## src/rtl/i2cm_pkg.sv

```systemverilog
`timescale 1ns / 1ps

package i2cm_pkg;

  // one request beat: register access or bus engine response
  typedef struct packed {
    logic [1:0]  op;
    logic [4:0]  reg_index;
    logic [31:0] wdata;
    logic        ack_in;
    logic [7:0]  rx_byte;
  } i2cm_in_t;

  // one response beat
  typedef struct packed {
    logic [31:0] rdata;
    logic [2:0]  bus_cmd;
    logic [7:0]  bus_byte;
    logic        send_nack;
    logic        irq;
  } i2cm_out_t;

  // request opcodes
  localparam logic [1:0] OP_READ  = 2'd0;
  localparam logic [1:0] OP_WRITE = 2'd1;
  localparam logic [1:0] OP_RESP  = 2'd2;

  // bus engine commands
  localparam logic [2:0] CMD_NONE  = 3'd0;
  localparam logic [2:0] CMD_START = 3'd1;
  localparam logic [2:0] CMD_SEND  = 3'd2;
  localparam logic [2:0] CMD_RECV  = 3'd3;
  localparam logic [2:0] CMD_STOP  = 3'd4;

  // register word indexes
  localparam logic [4:0] REG_TARGET       = 5'd0;
  localparam logic [4:0] REG_SEND_FIRST   = 5'd1;
  localparam logic [4:0] REG_SEND_LAST    = 5'd8;
  localparam logic [4:0] REG_COUNTS       = 5'd9;
  localparam logic [4:0] REG_CONTROL      = 5'd10;
  localparam logic [4:0] REG_ENABLE       = 5'd11;
  localparam logic [4:0] REG_RECV_FIRST   = 5'd12;
  localparam logic [4:0] REG_RECV_LAST    = 5'd19;
  localparam logic [4:0] REG_CONTROL_HIGH = 5'd20;

  // transfer formats, control bits 1:0
  localparam logic [1:0] FMT_WRITE       = 2'd0;
  localparam logic [1:0] FMT_READ        = 2'd1;
  localparam logic [1:0] FMT_READ_WRITE  = 2'd2;
  localparam logic [1:0] FMT_WRITE_READ  = 2'd3;

  // bit positions
  localparam int EN_ENABLE  = 0;
  localparam int EN_DONE    = 1;
  localparam int EN_NOACK   = 2;
  localparam int EN_NOSTOP  = 4;
  localparam int EN_NOSTART = 5;
  localparam int CTL_INTEN  = 6;
  localparam int CH_IGNACK  = 1;
  localparam int CH_WIDE    = 6;

  // sequencer phases
  localparam logic [3:0] PH_IDLE    = 4'd0;
  localparam logic [3:0] PH_START   = 4'd1;
  localparam logic [3:0] PH_ADDR1   = 4'd2;
  localparam logic [3:0] PH_DATA1   = 4'd3;
  localparam logic [3:0] PH_RESTART = 4'd4;
  localparam logic [3:0] PH_ADDR2   = 4'd5;
  localparam logic [3:0] PH_DATA2   = 4'd6;
  localparam logic [3:0] PH_STOP    = 4'd7;
  localparam logic [3:0] PH_ERRSTOP = 4'd8;

endpackage

```

## src/rtl/i2cm_seq.sv

```systemverilog
`timescale 1ns / 1ps

module i2cm_seq import i2cm_pkg::*; #(
  parameter int FIFO_BYTES = 32,
  parameter int DATA_WORDS = 8
) (
  input  logic      clk,
  input  logic      rst,
  input  logic      step,
  input  i2cm_in_t  item,
  output i2cm_out_t result
);

  localparam int AW = $clog2(DATA_WORDS);
  localparam int WIDE_CAP = (FIFO_BYTES < 4 * DATA_WORDS) ? FIFO_BYTES : 4 * DATA_WORDS;
  localparam logic [5:0] WideBytes   = 6'(WIDE_CAP);
  localparam logic [5:0] NarrowBytes = 6'(DATA_WORDS);
  localparam logic [4:0] DataWords5  = 5'(DATA_WORDS);

  logic [7:0]  target_address, target_address_next;
  logic [11:0] phase_counts, phase_counts_next;
  logic [7:0]  control_word, control_word_next;
  logic [5:0]  enable_status, enable_status_next;
  logic [6:0]  control_high, control_high_next;
  logic [3:0]  phase, phase_next;
  logic [5:0]  byte_position, byte_position_next;
  logic [31:0] send_words [DATA_WORDS];
  logic [31:0] receive_words [DATA_WORDS];

  // register file side effects
  logic          sw_we;
  logic [AW-1:0] sw_idx;
  logic          rx_we;
  logic [AW-1:0] rx_idx;
  logic [3:0]    rx_lanes;
  logic [31:0]   rx_word;

  // transfer geometry
  logic       wide, two_phase, reads1, reads2;
  logic [5:0] cap, len1, len2;

  // next-data step, shared by start-up, address and data responses
  logic       nd_ph2, nd_nostop, nd_reads, nd_first_of_two;
  logic [5:0] nd_pos, nd_len, nd_pos_inc;
  logic [3:0] nd_phase;
  logic [2:0] nd_cmd;
  logic [7:0] nd_byte;
  logic       nd_nack, nd_done;
  logic [31:0] nd_word;

  logic       busy, nacked, cur_reads;
  logic [4:0] sw_off, rx_off;

  assign wide      = control_high[CH_WIDE];
  assign cap       = wide ? WideBytes : NarrowBytes;
  assign len1      = (phase_counts[5:0] < cap) ? phase_counts[5:0] : cap;
  assign len2      = (phase_counts[11:6] < cap) ? phase_counts[11:6] : cap;
  assign two_phase = control_word[1];
  assign reads1    = (control_word[1:0] == FMT_READ) || (control_word[1:0] == FMT_READ_WRITE);
  assign reads2    = (control_word[1:0] == FMT_WRITE_READ);
  assign busy      = (phase != PH_IDLE);
  assign nacked    = !item.ack_in && !control_high[CH_IGNACK];
  assign cur_reads = (phase == PH_DATA2) ? reads2 : reads1;

  assign nd_ph2 = (item.op == OP_RESP) && ((phase == PH_ADDR2) || (phase == PH_DATA2));
  assign nd_pos = ((item.op == OP_RESP) && ((phase == PH_DATA1) || (phase == PH_DATA2))) ?
                  6'(byte_position + 6'd1) : 6'd0;
  assign nd_nostop       = (item.op == OP_WRITE) ? item.wdata[EN_NOSTOP] : enable_status[EN_NOSTOP];
  assign nd_len          = nd_ph2 ? len2 : len1;
  assign nd_reads        = nd_ph2 ? reads2 : reads1;
  assign nd_first_of_two = !nd_ph2 && two_phase;
  assign nd_pos_inc      = 6'(nd_pos + 6'd1);
  assign nd_word         = wide ? send_words[nd_pos[AW+1:2]] : send_words[nd_pos[AW-1:0]];

  always_comb begin
    nd_phase = PH_IDLE;
    nd_cmd   = CMD_NONE;
    nd_byte  = 8'd0;
    nd_nack  = 1'b0;
    nd_done  = 1'b0;
    if (nd_pos < nd_len) begin
      nd_phase = nd_ph2 ? PH_DATA2 : PH_DATA1;
      if (nd_reads) begin
        nd_cmd  = CMD_RECV;
        nd_nack = (nd_pos_inc == nd_len) && (nd_first_of_two || !nd_nostop);
      end else begin
        nd_cmd = CMD_SEND;
        if (wide) begin
          case (nd_pos[1:0])
            2'd0:    nd_byte = nd_word[7:0];
            2'd1:    nd_byte = nd_word[15:8];
            2'd2:    nd_byte = nd_word[23:16];
            default: nd_byte = nd_word[31:24];
          endcase
        end else begin
          nd_byte = nd_word[7:0];
        end
      end
    end else if (nd_first_of_two) begin
      nd_phase = PH_RESTART;
      nd_cmd   = CMD_START;
    end else if (nd_nostop) begin
      nd_phase = PH_IDLE;
      nd_done  = 1'b1;
    end else begin
      nd_phase = PH_STOP;
      nd_cmd   = CMD_STOP;
    end
  end

  assign sw_off   = 5'(item.reg_index - REG_SEND_FIRST);
  assign rx_off   = 5'(item.reg_index - REG_RECV_FIRST);
  assign sw_idx   = sw_off[AW-1:0];
  assign rx_idx   = wide ? byte_position[AW+1:2] : byte_position[AW-1:0];
  assign rx_lanes = wide ? (4'b0001 << byte_position[1:0]) : 4'b1111;
  assign rx_word  = wide ? {4{item.rx_byte}} : {24'd0, item.rx_byte};

  always_comb begin
    target_address_next = target_address;
    phase_counts_next   = phase_counts;
    control_word_next   = control_word;
    enable_status_next  = enable_status;
    control_high_next   = control_high;
    phase_next          = phase;
    byte_position_next  = byte_position;
    sw_we               = 1'b0;
    rx_we               = 1'b0;
    result              = '0;

    unique case (item.op)
      OP_READ: begin
        unique case (item.reg_index) inside
          REG_TARGET:       result.rdata = {24'd0, target_address};
          REG_COUNTS:       result.rdata = {20'd0, phase_counts};
          REG_CONTROL:      result.rdata = {24'd0, control_word};
          REG_ENABLE:       result.rdata = {26'd0, enable_status};
          REG_CONTROL_HIGH: result.rdata = {25'd0, control_high};
          [REG_RECV_FIRST:REG_RECV_LAST]: begin
            if (rx_off < DataWords5) result.rdata = receive_words[rx_off[AW-1:0]];
          end
          default:          result.rdata = 32'd0;
        endcase
      end
      OP_WRITE: begin
        if (item.reg_index == REG_ENABLE) begin
          if (!(busy && item.wdata[EN_ENABLE])) begin
            enable_status_next = {item.wdata[EN_NOSTART], item.wdata[EN_NOSTOP], 3'b000,
                                  item.wdata[EN_ENABLE]};
            if (busy) begin
              phase_next         = PH_IDLE;
              byte_position_next = 6'd0;
            end
            // rising edge of enable kicks off a transfer
            if (!enable_status[EN_ENABLE] && item.wdata[EN_ENABLE]) begin
              byte_position_next = 6'd0;
              if (item.wdata[EN_NOSTART]) begin
                phase_next         = nd_phase;
                byte_position_next = nd_pos;
                result.bus_cmd     = nd_cmd;
                result.bus_byte    = nd_byte;
                result.send_nack   = nd_nack;
                if (nd_done) enable_status_next[EN_DONE] = 1'b1;
              end else begin
                phase_next     = PH_START;
                result.bus_cmd = CMD_START;
              end
            end
          end
        end else if (!busy) begin
          unique case (item.reg_index) inside
            REG_TARGET:       target_address_next = item.wdata[7:0];
            REG_COUNTS:       phase_counts_next   = item.wdata[11:0];
            REG_CONTROL:      control_word_next   = item.wdata[7:0];
            REG_CONTROL_HIGH: control_high_next   = item.wdata[6:0];
            [REG_SEND_FIRST:REG_SEND_LAST]: sw_we = (sw_off < DataWords5);
            default: ;
          endcase
        end
      end
      OP_RESP: begin
        if (busy) begin
          unique case (phase)
            PH_START: begin
              phase_next      = PH_ADDR1;
              result.bus_cmd  = CMD_SEND;
              result.bus_byte = {target_address[7:1], reads1};
            end
            PH_RESTART: begin
              phase_next      = PH_ADDR2;
              result.bus_cmd  = CMD_SEND;
              result.bus_byte = {target_address[7:1], reads2};
            end
            PH_ADDR1, PH_ADDR2, PH_DATA1, PH_DATA2: begin
              if ((phase == PH_DATA1) || (phase == PH_DATA2)) rx_we = cur_reads;
              if (nacked && !(((phase == PH_DATA1) || (phase == PH_DATA2)) && cur_reads)) begin
                enable_status_next[EN_NOACK] = 1'b1;
                phase_next                   = PH_ERRSTOP;
                result.bus_cmd               = CMD_STOP;
              end else begin
                phase_next         = nd_phase;
                byte_position_next = nd_pos;
                result.bus_cmd     = nd_cmd;
                result.bus_byte    = nd_byte;
                result.send_nack   = nd_nack;
                if (nd_done) enable_status_next[EN_DONE] = 1'b1;
              end
            end
            PH_STOP: begin
              enable_status_next[EN_DONE] = 1'b1;
              phase_next                  = PH_IDLE;
            end
            default: phase_next = PH_IDLE;
          endcase
        end
      end
      default: ;
    endcase

    result.irq = enable_status_next[EN_DONE] && control_word_next[CTL_INTEN];
  end

  always_ff @(posedge clk) begin
    if (rst) begin
      target_address <= 8'd0;
      phase_counts   <= 12'd0;
      control_word   <= 8'd0;
      enable_status  <= 6'd0;
      control_high   <= 7'd0;
      phase          <= PH_IDLE;
      byte_position  <= 6'd0;
      for (int i = 0; i < DATA_WORDS; i++) receive_words[i] <= 32'd0;
    end else if (step) begin
      target_address <= target_address_next;
      phase_counts   <= phase_counts_next;
      control_word   <= control_word_next;
      enable_status  <= enable_status_next;
      control_high   <= control_high_next;
      phase          <= phase_next;
      byte_position  <= byte_position_next;
      if (rx_we) begin
        for (int l = 0; l < 4; l++) begin
          if (rx_lanes[l]) receive_words[rx_idx][8*l +: 8] <= rx_word[8*l +: 8];
        end
      end
    end
  end

  // send words have no reset, contents undefined until written
  always_ff @(posedge clk) begin
    if (step && sw_we) send_words[sw_idx] <= item.wdata;
  end

endmodule

```

## src/rtl/i2c_master_register_controller_core.sv

```systemverilog
`timescale 1ns / 1ps

// i2c master controller behind a word-addressed register map
//
// req channel: one beat per register read, register write or bus engine
// response (start/stop done, byte sent with its ack, byte received).
// rsp channel: exactly one beat per request beat, in order, carrying the
// read data, the next bus engine command with its byte and nack flag, and
// the interrupt line as it stands after the request.
//
// a request beat lands in the input register, is decoded and applied to
// the register file and transfer sequencer, and its response is stored
// in the output register. throughput is one beat per cycle while rsp is
// not stalled; the single decode-and-update pass between the two registers
// sets that figure.
//
// when rsp is stalled the output register holds its beat, the input
// register still takes one more request, and req_stall rises only once
// both are full. synchronous reset clears all control registers, the
// receive words and the sequencer; send words stay undefined until written.

module i2c_master_register_controller_core import i2cm_pkg::*; #(
  parameter int FIFO_BYTES = 32,
  parameter int DATA_WORDS = 8
) (
  input  logic      clk,
  input  logic      rst,
  input  logic      req_valid,
  output logic      req_stall,
  input  i2cm_in_t  req,
  output logic      rsp_valid,
  input  logic      rsp_stall,
  output i2cm_out_t rsp
);

  // input register
  logic      item_valid;
  i2cm_in_t  item;

  // decode and update happen when the input register holds a beat and the
  // output register is free or being emptied this cycle
  logic      out_free;
  logic      advance;
  i2cm_out_t result;

  assign out_free  = !rsp_valid || !rsp_stall;
  assign advance   = item_valid && out_free;
  assign req_stall = item_valid && !out_free;

  always_ff @(posedge clk) begin
    if (rst) begin
      item_valid <= 1'b0;
    end else if (!req_stall) begin
      item_valid <= req_valid;
    end
  end

  always_ff @(posedge clk) begin
    if (req_valid && !req_stall) item <= req;
  end

  i2cm_seq #(
    .FIFO_BYTES (FIFO_BYTES),
    .DATA_WORDS (DATA_WORDS)
  ) u_seq (
    .clk    (clk),
    .rst    (rst),
    .step   (advance),
    .item   (item),
    .result (result)
  );

  // output register
  always_ff @(posedge clk) begin
    if (rst) begin
      rsp_valid <= 1'b0;
    end else if (out_free) begin
      rsp_valid <= advance;
    end
  end

  always_ff @(posedge clk) begin
    if (advance) rsp <= result;
  end

endmodule

```

## config.mk

```make
export PLATFORM = sky130hd
export DESIGN_NAME = i2c_master_register_controller_core
export DESIGN_NICKNAME = d
export VERILOG_FILES = /design/src/rtl/i2cm_pkg.sv /design/src/rtl/i2cm_seq.sv /design/src/rtl/i2c_master_register_controller_core.sv
export SDC_FILE = /design/constraint.sdc
export NUM_CORES = 1
export LEC_CHECK = 0
export BUFFER_PORTS_ARGS = -buffer_cell sky130_fd_sc_hd__buf_4
export CAP_MARGIN = 20
export CORE_MARGIN = 5
export CORE_UTILIZATION = 45
export DETAILED_ROUTE_END_ITERATION = 6
export SKIP_LAST_GASP = 1
export SYNTH_ARGS = -nofsm -noshare
export SYNTH_HDL_FRONTEND = slang
export SYNTH_HIERARCHICAL = 1
export SYNTH_SLANG_ARGS = --single-unit
export TNS_END_PERCENT = 5
```

## constraint.sdc

```tcl
create_clock -name clk -period 18.7 [get_ports clk]
set_input_delay 3.74 -clock clk [delete_from_list [all_inputs] [get_ports clk]]
set_output_delay 3.74 -clock clk [all_outputs]
set_load 0.005 [all_outputs]
```

== After elaboration in Yosys (flattened, before gate mapping) ==
Memory sizes are Yosys's and may differ from the RTL's.
Cells that the tools add are included.
Word-level totals
  flip-flop bits (word level): 145
  bits in latches: 0
  RAM bits: 512
  ROM bits: 0
  input bits: 52
  output and inout port bits: 47
  word-level logic and storage cells: 224
  memories: 2
Memory list
  u_seq.receive_words: words 8, width 32, rd ports 1, clocked after memory_dff 0, wr ports 8, RTL line i2cm_seq.sv:28  | logic [31:0] receive_words [DATA_WORDS];
  u_seq.send_words: words 8, width 32, rd ports 2, clocked after memory_dff 0, wr ports 1, RTL line i2cm_seq.sv:27  | logic [31:0] send_words [DATA_WORDS];
Operators by class
  $add $sub $neg: 4
  $mul: 0
  div/mod/pow operators: 0
  magnitude comparators: 9
  equal/unequal tests: 26
  shift-type cells: 1
  muxes and demuxes: 111
  bitwise operators: 3
  reduce and logical (&&, ||, !) cells: 46
Operators by type and width (number)
  one-hot mux 32 bit (6 select lines): 1
  two-way mux 32 bit: 4
  two-way mux 6 bit: 13
  two-way mux 1 bit: 49
  two-way mux 12 bit: 4
  two-way mux 4 bit: 11
  two-way mux 3 bit: 11
  one-hot mux 11 bit (3 select lines): 1
  OR reduction 32 bit: 1
  two-way mux 7 bit: 4
  two-way mux 8 bit: 3
  one-hot mux 12 bit (2 select lines): 1
  one-hot mux 8 bit (3 select lines): 1
  AND reduction 5 bit: 4
  less-than comparator 6 bit: 3
  two-way mux 9 bit: 2
  == test 4 x 3 -> 1 bit (second input constant): 4
  logical AND 1 bit: 16
  == test 5 x 4 -> 1 bit (second input constant): 3
  adder 6 x 1 -> 6 bit (second input constant): 2
  one-hot mux 4 bit (3 select lines): 1
  one-hot mux 6 bit (2 select lines): 1
  logical NOT 1 bit: 10
  less-than comparator 5 x 4 -> 1 bit (second input constant): 2
  31 further kinds: 48

== Longest topological paths before layout ==
An unclocked memory read counts as a cell.
  depth after elaboration: 15
  depth in mapped cells: 15

== Cells and area by module ==
The synthesis kept the hierarchy.
By module, submodules not included
  i2cm_seq: times used 1, cells each 2048, area each 25673.4 µm², sequential area each 16375.7 µm²
  i2c_master_register_controller_core: times used 1, cells each 103, area each 2879.0 µm², sequential area each 2832.7 µm²

== Worst setup path before layout ==
No wires, ideal clock.
  kind: input port to flip-flop
  start point: input rsp_stall
  end point: memory u_seq.send_words[2][0] (enable)
  arrival time: 10.654 ns
  required time: 18.239 ns
  slack: 7.584 ns
  cell stages on the path: 5
  buffers on the path: 0
  cells stage by stage: a21boi_0 > nand2_1 > nor2_1 > nand4_1 > nor3_1
Between the ends
  longest elaborated chain between the ends: 6
Ends and longest elaborated chain
  start, declared: RTL line i2c_master_register_controller_core.sv:32  | input logic rsp_stall,
  logical NOT 1 bit: RTL line i2c_master_register_controller_core.sv:46  | assign out_free = !rsp_valid || !rsp_stall;
  logical OR 1 bit: RTL line i2c_master_register_controller_core.sv:46
  logical AND 1 bit: RTL line i2c_master_register_controller_core.sv:47  | assign advance = item_valid && out_free;
  logical AND 1 bit: RTL line i2cm_seq.sv:250  | if (step && sw_we) send_words[sw_idx] <= item.wdata;
  two-way mux 1 bit: RTL line i2cm_seq.sv:250
  two-way mux 1 bit (implied by the code): RTL line i2cm_seq.sv:250
  end, declared: RTL line i2cm_seq.sv:27
Every way passes these cells.

== Worst setup path after layout ==
  start point: input rsp_stall
  end point: output req_stall
Between the ends
  longest elaborated chain between the ends: 4
Ends and longest elaborated chain
  logical NOT 1 bit: RTL line i2c_master_register_controller_core.sv:46
  logical OR 1 bit: RTL line i2c_master_register_controller_core.sv:46
  logical NOT 1 bit: RTL line i2c_master_register_controller_core.sv:48  | assign req_stall = item_valid && !out_free;
  logical AND 1 bit: RTL line i2c_master_register_controller_core.sv:48
  end, declared: RTL line i2c_master_register_controller_core.sv:29  | output logic req_stall,
Every way passes these cells.

==> results.md <==
## Worst setup path
* 14.96 ns — WP data required
* in -> out — classification of the worst setup path
* primary input — Startpoint Class
* 4.21 ns — data arrival time of the critical path
* 3 — maximum fanout along the worst path
* output port — endpoint kind of the worst setup timing path

## GRT
* 0 — antenna violations before repair
* 113 mm — wire length of the first global-routing pass
* 0 — Congestion Overflow GR
* 21.8% — GRT Util Overall
* 71 — maximum number of pins on one net before global-route repair
* 17,970 — number of global-route vias before repair

## Clock tree
* 0 — cts hold-fix bufs
* 0.60 ns — clock network latency to the later pin of the worst-skew pair
* 657 — number of sinks on the clock net
* 71 — number of clock buffers inserted by TritonCTS
* 0 — post-CTS setup buffers
* 0.06 ns — clock-pin slew reported for the worst setup and hold paths after clock tree synthesis
* clkbuf_16 — root buf cell
* 3 — number of H-tree levels
* built — CTS tree
* 0 — number of cells upsized or downsized after cts
* 3 — buffer depth of the longest clock path

## Timing
* 7.95 ns — final critical path time including I/O delays and setup
* 42.5% — fraction of the cycle the final worst path needs
* 0 — final setup violation count
* 1.15 ns — Worst Tran Pin Value
* 0 ns — TNS Setup
* 0.126 GHz — Max Freq
* 22.3% — headroom to the max-slew limit
* no — setup repair after global routing missed its margin
* 0 — final hold vios
* 0 — number of pins exceeding their max-slew limit in the final report
* 0.0255 ns — Final Skew

## Final layout
* 2,318 — number of nets at the end of the flow
* 5,332 — Layout fillers
* 13.7% — layout overhead on the synthesized area
* 15.3% — share of cells above drive strength 1
* 0 — antenna fix cells
* 32,500 um2 — post-route cell area

## Run
* 0 — number of maximum-capacitance constraint violations

## Logic synthesis
* 28,600 um2 — cell area after synthesis
* 13.3 um2 — mean post-synth cell area
* 0% — fraction of registers with async set/reset
* 67.3% — post-synthesis sequential area ratio
* edfxtp_1 — leading area contributor after synthesis
* 657 — Synth Register Bits
* 6 — Synth warnings
* edfxtp_1, nand2_1, nor2_1 — Commonest cells post-synth
* 63.6% — fraction of post-synthesis cell area in the top cell type by area
* 605 — count of flip-flops with a built-in enable after synthesis
* 78 — Distinct cells, synth
* 2,232 — Synthesized Nets
* edfxtp_1 — ys flop type
* edfxtp_1 — most numerous cell in the Yosys netlist
* edfxtp_1, mux4_2, nand2_1, dfxtp_1, nor2_1 — cell types occupying the most area after synthesis
* 2,151 — number of instances in the synthesized netlist

## Floorplanning
* 92 — floorplan row count
* 262 um — chip width
* 99 — Boundary Pins
* 45.3% — initial core utilization
* 63,000 um2 — core box area
* 262 um — Vert. Die Dim
* 68,600 um2 — overall die area

## Placement
* 30,200 um2 — Placed Instance Area
* 98 — count of buffers inserted at the top-level ports
* 0.872 — global placer's final weighted congestion
* 47.1 mm — Final HPWL DP

## Route
* 75.7 mm — final wirelength
* 0 — Final ANT Viol Nets
* 5.83 — average vias per placed instance
* 0 — number of design rule violations left after detail routing
* 6 — Detailed Routing Iterations Pass 1
* 1,942 — count of routing violations after the opening detailed-route iteration
* 18,276 — via count
* 24.1 um — average wire per cell in the routed design

## Power
* 0.0000606 V — Peak supply drop
* 10.8 nW — leakage
* 96.1 nW/um2 — P per Cell Area

## Hold path
* reg -> reg — worst min path class

## Outcome
* finished, final reports clean — status

## metrics by stage
| step | util [%] | total power [mW] | cells | hold WS [ns] | setup slack, ns |
|---|---|---|---|---|---|
| detailed placement | 48.0 | 1.80 | 3010 | 0.492 | 10.75 |
| finish | 51.5 | 3.12 | 3134 | 0.502 | 10.75 |
| global placement | 48.0 | 1.79 | 3009 | 0.475 | 10.77 |
| CTS | 51.5 | 3.15 | 3134 | 0.505 | 10.75 |
| global route | 51.5 | 3.23 | 3134 | 0.517 | 10.71 |
| floorplan | - | 1.74 | 2151 | 0.449 | 7.58 |
## cells in the final DEF (no fill, tap or decap), drive strengths merged, types with 49 or more instances in the layout
cell	n
mux2i	82
clkbuf	90
a21oi	49
and2	77
buf	138
nor2	276
edfxtp	605
dfxtp	52
nand2	342
nand3	87
mux4	64
## final timing paths
path | start | end | slack (ns) | depth (start not counted)
worst max-delay path | rsp_stall | req_stall | 10.75 | 4
worst min-delay path | u_seq/control_word[4]$_SDFFE_PP0P_ | u_seq/control_word[4]$_SDFFE_PP0P_ | 0.50 | 2
worst max register to register | u_seq/byte_position[1]$_SDFFE_PP0P_ | rsp[8]$_DFFE_PP_ | 13.01 | 12
worst min register to register | u_seq/control_word[4]$_SDFFE_PP0P_ | u_seq/control_word[4]$_SDFFE_PP0P_ | 0.50 | 2
## flip-flops by register name (all words and copies together), names as in the netlist
register / count
u_seq/receive_words: 256
u_seq/phase: 4
u_seq/target_address: 8
rsp: 45
rsp_valid: 1
u_seq/phase_counts: 12
item: 48
item_valid: 1
u_seq/byte_position: 6
u_seq/send_words: 256
u_seq/control_word: 8
u_seq/control_high: 7
u_seq/enable_status: 5
## where the power goes
group          leakage, nW  switching, mW  total, mW  internal (mW)
Sequential            6.19         0.0277       1.66           1.64
Clock                 1.08          0.565       1.36          0.790
Combinational         3.54         0.0568     0.0999         0.0432
## per-layer routing
metal  part of all wire [%]  vias to the layer above  wire length, um  GRT usage, %
li1                       -                     8151                -             -
met1                     42                     9238            31600          30.1
met2                     48                      751            36600          35.7
met3                    6.8                      136             5150          3.99
met4                    3.0                        0             2270          6.58
met5                      0                        -                0             0
## layout make-up
class / count / area [um2] / area share, %
sequential: 657 / 19200 / 59.2
multi-input combinational: 1342 / 8810 / 27.1
clock buffer: 90 / 1900 / 5.86
tap: 846 / 1060 / 3.26
timing repair buffer: 138 / 1060 / 3.25
clock inverter: 34 / 318 / 0.979
inverter: 27 / 101 / 0.312
## worst max-delay path: stages
cell     delay [ns]
buf_4          0.11
nand3_2        0.09
inv_1          0.14
buf_4          0.13
## cell families (layout without fill, tap and decap cells)
kind of cell	count (synthesis)	after routing	synth area share, %
XOR/XNOR	21	21	0.697
multiplexers	146	146	7.92
adder cells (fa/ha/maj)	29	29	1.27
flip-flops	657	657	67.3
AND/OR/NAND/NOR	916	916	14.5
buffers and inverters	152	289	2.25
AO/OA/AOI/OAI	230	230	6.08
Note: power is estimated with default switching activity, not from simulation.
